`src/hw/rtl/directed_graph_reachability_core_defines.svh`:
```
// ----------------------------------------------------------------------------
// Assertion macros for the directed graph reachability core
// Shared helpers for concurrent checks clocked on clk and gated by rst.
// ----------------------------------------------------------------------------
`ifndef DIRECTED_GRAPH_REACHABILITY_CORE_DEFINES_SVH
`define DIRECTED_GRAPH_REACHABILITY_CORE_DEFINES_SVH

// Same-cycle implication check.
`define DGR_ASSERT_NOW(label, ante, cons) \
  label: assert property (@(posedge clk) disable iff (rst) (ante) |-> (cons)) \
    else $error("dgr check failed: same-cycle implication");

// Next-cycle implication check.
`define DGR_ASSERT_NEXT(label, ante, cons) \
  label: assert property (@(posedge clk) disable iff (rst) (ante) |=> (cons)) \
    else $error("dgr check failed: next-cycle implication");

`endif

```
`src/hw/rtl/dgr_ram.sv`:
```
// ----------------------------------------------------------------------------
// Generic RAM
// One write port and one read port, with registered read data.
// ----------------------------------------------------------------------------
module dgr_ram #(
  parameter int WIDTH = 64,
  parameter int DEPTH = 64
) (
  input  logic                     clk,
  input  logic                     wr_en,
  input  logic [$clog2(DEPTH)-1:0] wr_addr,
  input  logic [WIDTH-1:0]         wr_data,
  input  logic [$clog2(DEPTH)-1:0] rd_addr,
  output logic [WIDTH-1:0]         rd_data
);

  logic [WIDTH-1:0] mem [DEPTH];

  // Write and registered read.
  always_ff @(posedge clk) begin
    if (wr_en) begin
      mem[wr_addr] <= wr_data;
    end
    rd_data <= mem[rd_addr];
  end

endmodule

```
`config.mk`:
```
export PLATFORM = sky130hd
export DESIGN_NAME = dgr_ram
export DESIGN_NICKNAME = d
export VERILOG_FILES = /design/src/hw/rtl/directed_graph_reachability_core_defines.svh /design/src/hw/rtl/dgr_ram.sv
export SDC_FILE = /design/constraint.sdc
export NUM_CORES = 2
export LEC_CHECK = 0
export BUFFER_PORTS_ARGS = -buffer_cell sky130_fd_sc_hd__buf_2
export CELL_PAD_IN_SITES_DETAIL_PLACEMENT = 0
export CELL_PAD_IN_SITES_GLOBAL_PLACEMENT = 1
export CORE_ASPECT_RATIO = 2
export CORE_MARGIN = 1
export CORE_UTILIZATION = 55
export DETAILED_ROUTE_END_ITERATION = 8
export HOLD_SLACK_MARGIN = 0.06
export PLACE_DENSITY_LB_ADDON = 0.12
export SLEW_MARGIN = 15
export SYNTH_ARGS = -nofsm -noshare
export SYNTH_HDL_FRONTEND = slang
export SYNTH_SLANG_ARGS = --single-unit
```
`constraint.sdc`:
```
create_clock -name clk -period 9.8 [get_ports clk]
set_clock_uncertainty 0.2 [all_clocks]
set_input_delay 0 -clock clk [delete_from_list [all_inputs] [get_ports clk]]
set_output_delay 0 -clock clk [all_outputs]
set_load 0.03 [all_outputs]
```
# Word level (Yosys, flattened, before mapping)
# Memory sizes are Yosys's and may differ from the RTL's. A register that Yosys moved wholly into a read port is not among the register bits.
# Cells that the tools add are included.
# totals
ff_bits	0
ram_bits	4096
mem_count	1
# classes
muxes	2
# mem_list
name	depth	word_bits	rd	rd_ports_with_merged_regs	write_ports	line	source
mem	64	64	1	1	1	dgr_ram.sv:17	logic [WIDTH-1:0] mem [DEPTH];
# op_table
operator	count
$mux W1	2

# Depth between registers and ports, before layout
# logic_depth
ltp_word	2
depth_mapped	9
mapped_depth_nobuf	5

# Worst setup path after synthesis
# No wires, ideal clock.
# synth_path
kind	input -> register
startpoint	input wr_addr[3]
endpoint	memory mem[48][0] (enable)
setup_time_ns	0.564
arrival_ns	4.872
path_slack_ns	4.164
cell_stages	4
path_buffers	1
cell_sequence	clkbuf_1 nor2b_1 nand4b_1 nor3_1
# synth_rtl
element	line	source
from (decl)	dgr_ram.sv:11	input logic [$clog2(DEPTH)-1:0] wr_addr,
to (decl)	dgr_ram.sv:17	
# Straight into the memory's write port.

==> impl_metrics.yaml <==
status:
  status: "complete, no violations"
layout:
  design_area_sq_um: 175000
  post-route-util_pct: 61.9
  drive_gt1_share_pct: 27.4
  fillCellCount: 19400
  fin_nets: 7123
  area_delta_synth_final_pct: 11.9
floorplanning:
  fp.coreArea_sq_um: 282000
  die_width_um: 379
  dieArea_sq_um: 287000
  die_h_um: 756
  initial_utilization_pct: 55.3
  rows: 276
  ios: 142
yosys:
  synthCells: 6598
  syn-num-nets: 6676
  yosys_warnings: 0
  synth_seq_cells: 4160
  synth-seq-area-share_pct: 79.5
  synth_cell_type_count: 33
  syn-cell-area_sq_um: 156000
  synth_area_per_cell_sq_um: 23.7
power_and_ir_drop:
  clkPwrFrac_pct: 39.5
  internal_power_mw: 28.1
  swShare_pct: 21.5
  p_switching_mw: 7.69
  peakVddDrop_mv: 0.198
  power_leakage_nw: 54.4
  p_per_area_nw_per_um2: 205
  power_frac_seq_pct: 55.2
  comb_power_share_pct: 5.2
sta:
  setup_viol: 0
  worst_slew_pin_slew_ps: 1260
  post-route-min-period_ps: 4230
  max_freq_mhz: 237
  min_period_over_period_pct: 43.1
  setup_tns_ps: 0
  slew_viol_final: 0
  hold_viol: 0
  slew_headroom_pct: 15.5
  hold_slack_ps: 36.4
  rsz0062_at_grt: "no"
cts:
  h-tree-depth: 5
  clock_latency_ps: 930
  numCtsBuffers: 354
  ctsLongestPathBuffers: 4
  cts-root-buf: "clkbuf_16"
  path_clk_slew_ps: 60
  cts_tree: "done"
  cts_num_sinks: 4160
routing:
  ant_nets: 0
  wl_per_cell_um: 42.2
  routed_wirelength_um: 469000
  first_pass_iters: 5
  via_per_inst: 6.90
  drc_errors: 0
  drtIter0Drc: 9621
  vias: 76600
global_routing:
  overflow: 0
  grt_usage_pct: 33.2
  grt_pass1_vias: 77800
  grt_start_max_net_pins: 117
  grt_pass1_wl_um: 638000
  antenna_found_initial: 44
setup_path:
  cp.arrival_ps: 4830
  required_ps: 10400
  startpoint_type: "primary input"
  critPathMaxFanout: 99
  end_kind: "flip-flop"
  rrSetupSlack_ps: 7080
  critPathKind: "primary input to flip-flop"
hold_path:
  hp-class: "primary input to flip-flop"
placed_design:
  io_buffers: 141
  routabilityCongestion: 0.822
  placed_area_sq_um: 162000
  dp_hpwl_um: 267000
job:
  maxCapViolCount: 0
state kept, by name, summed over array words and instances (netlist names):
signal   flops
rd_data     64
mem       4096
placed cells by master, fill, tap and decap left out, types with 36 or more instances in the layout:
| cell | count |
|---|---|
| edfxtp_1 | 4096 |
| mux4_2 | 1024 |
| clkbuf_16 | 361 |
| buf_4 | 232 |
| a22oi_1 | 168 |
| mux2i_1 | 135 |
| buf_2 | 111 |
| dlygate4sd3_1 | 97 |
| a22o_1 | 88 |
| o22ai_1 | 83 |
| clkinv_2 | 68 |
| clkinv_1 | 67 |
| nor2_4 | 65 |
| and3_1 | 64 |
| dfxtp_1 | 64 |
| a211oi_1 | 63 |
| nand2_1 | 54 |
| clkbuf_1 | 53 |
| nor2_1 | 47 |
| nand3_1 | 45 |
| o221ai_1 | 38 |
| bufinv_16 | 36 |
worst max-delay path, stage by stage:
cell and delay (ps):
dlygate4sd3_1 580, buf_12 460, buf_12 560, buf_12 530, mux4_2 610, o221ai_1 190
dlygate4sd3_1 580, o22ai_1 80, dlygate4sd3_1 580, and3_1 140
routing by layer:
metal | GRT usage [%] | up-vias | part of all wire, %
met5 | 0 | - | 0.011
met3 | 4.86 | 1012 | 8.1
met1 | 40.9 | 42000 | 34
met2 | 57.2 | 4322 | 52
met4 | 17.1 | 8 | 6.2
li1 | - | 29300 | -
layout make-up:
| type | instances | area [sq um] | area share, % |
|---|---|---|---|
| tap | 3753 | 4700 | 2.68 |
| sequential | 4160 | 124000 | 71.0 |
| multi-input combinational | 2049 | 30800 | 17.6 |
| inverter | 19 | 71.3 | 0.0408 |
| antenna | 33 | 82.6 | 0.0472 |
| clock inverter | 200 | 1930 | 1.10 |
| timing repair buffer | 461 | 3670 | 2.10 |
| clock buffer | 429 | 9440 | 5.39 |
worst paths after layout:
check                              endpoint  cells past startpoint         from
worst min register to register  rd_data[28]                      4  mem[60][28]
worst min-delay path            mem[60][60]                      2  wr_data[60]
worst max register to register   rd_data[0]                      6   mem[27][0]
worst max-delay path             rd_data[0]                     10   rd_addr[0]
through the flow:
step / std cells / setup slack, ps / power (mW)
floorplan: 6598 / 4160 / 21.1
global route: 11100 / 5370 / 36.6
detailed placement: 10300 / 5650 / 22.0
CTS: 11100 / 5540 / 35.9
finish: 11100 / 5570 / 35.8
global placement: 10300 / 5630 / 22.0
kinds of logic after synthesis:
group | Yosys count | synth area share (%)
AO/OA/AOI/OAI | 504 | 2.48
multiplexers | 1159 | 15.6
flip-flops | 4160 | 79.5
AND/OR/NAND/NOR | 386 | 1.24
buffers and inverters | 389 | 1.18
power groups by stage:
| stage | Sequential, mW | Clock, mW | Combinational (mW) |
|---|---|---|---|
| floorplan | 20.2 | 0 | 0.917 |
| CTS | 19.8 | 14.3 | 1.87 |
| detailed placement | 20.2 | 0 | 1.84 |
| global route | 19.8 | 14.9 | 1.95 |
| finish | 19.8 | 14.2 | 1.88 |
| global placement | 20.2 | 0 | 1.81 |
cell usage after synthesis:
library cell     n  area share (%)
a211oi_1        63            0.30
a22o_1          88            0.49
a22oi_1        168            0.81
a2bb2oi_1       19            0.11
a31o_1           1          0.0056
a31oi_1         18           0.072
a41oi_1         26            0.15
and2_1           3           0.012
and3_1          64            0.26
buf_1           20           0.048
buf_2          170            0.54
buf_4           34            0.16
buf_6            6           0.043
clkbuf_1       140            0.34
dfxtp_1         64            0.82
edfxtp_1      4096              79
inv_1           19           0.046
mux2i_1        135            0.86
mux4_2        1024              15
nand2_1         58            0.14
nand2b_1        11           0.044
nand3_1         45            0.14
nand3b_1         2          0.0096
nand4_1          2          0.0080
nand4b_1         1          0.0056
nor2_1         112            0.27
nor2b_1         28            0.11
nor3_1           2          0.0064
o221ai_1        38            0.21
o22ai_1         83            0.33
or2_2           28            0.11
or3_1           29            0.12
or3b_2           1          0.0056
what timing repair did:
action / 4_1_cts / 5_1_grt
hold buffers: 87 / 10
setup buffers: 0 / 0
resized for setup: 0 / 0
hold endpoints to repair: 4436 / 175
Power figures use the tool's default switching activity.
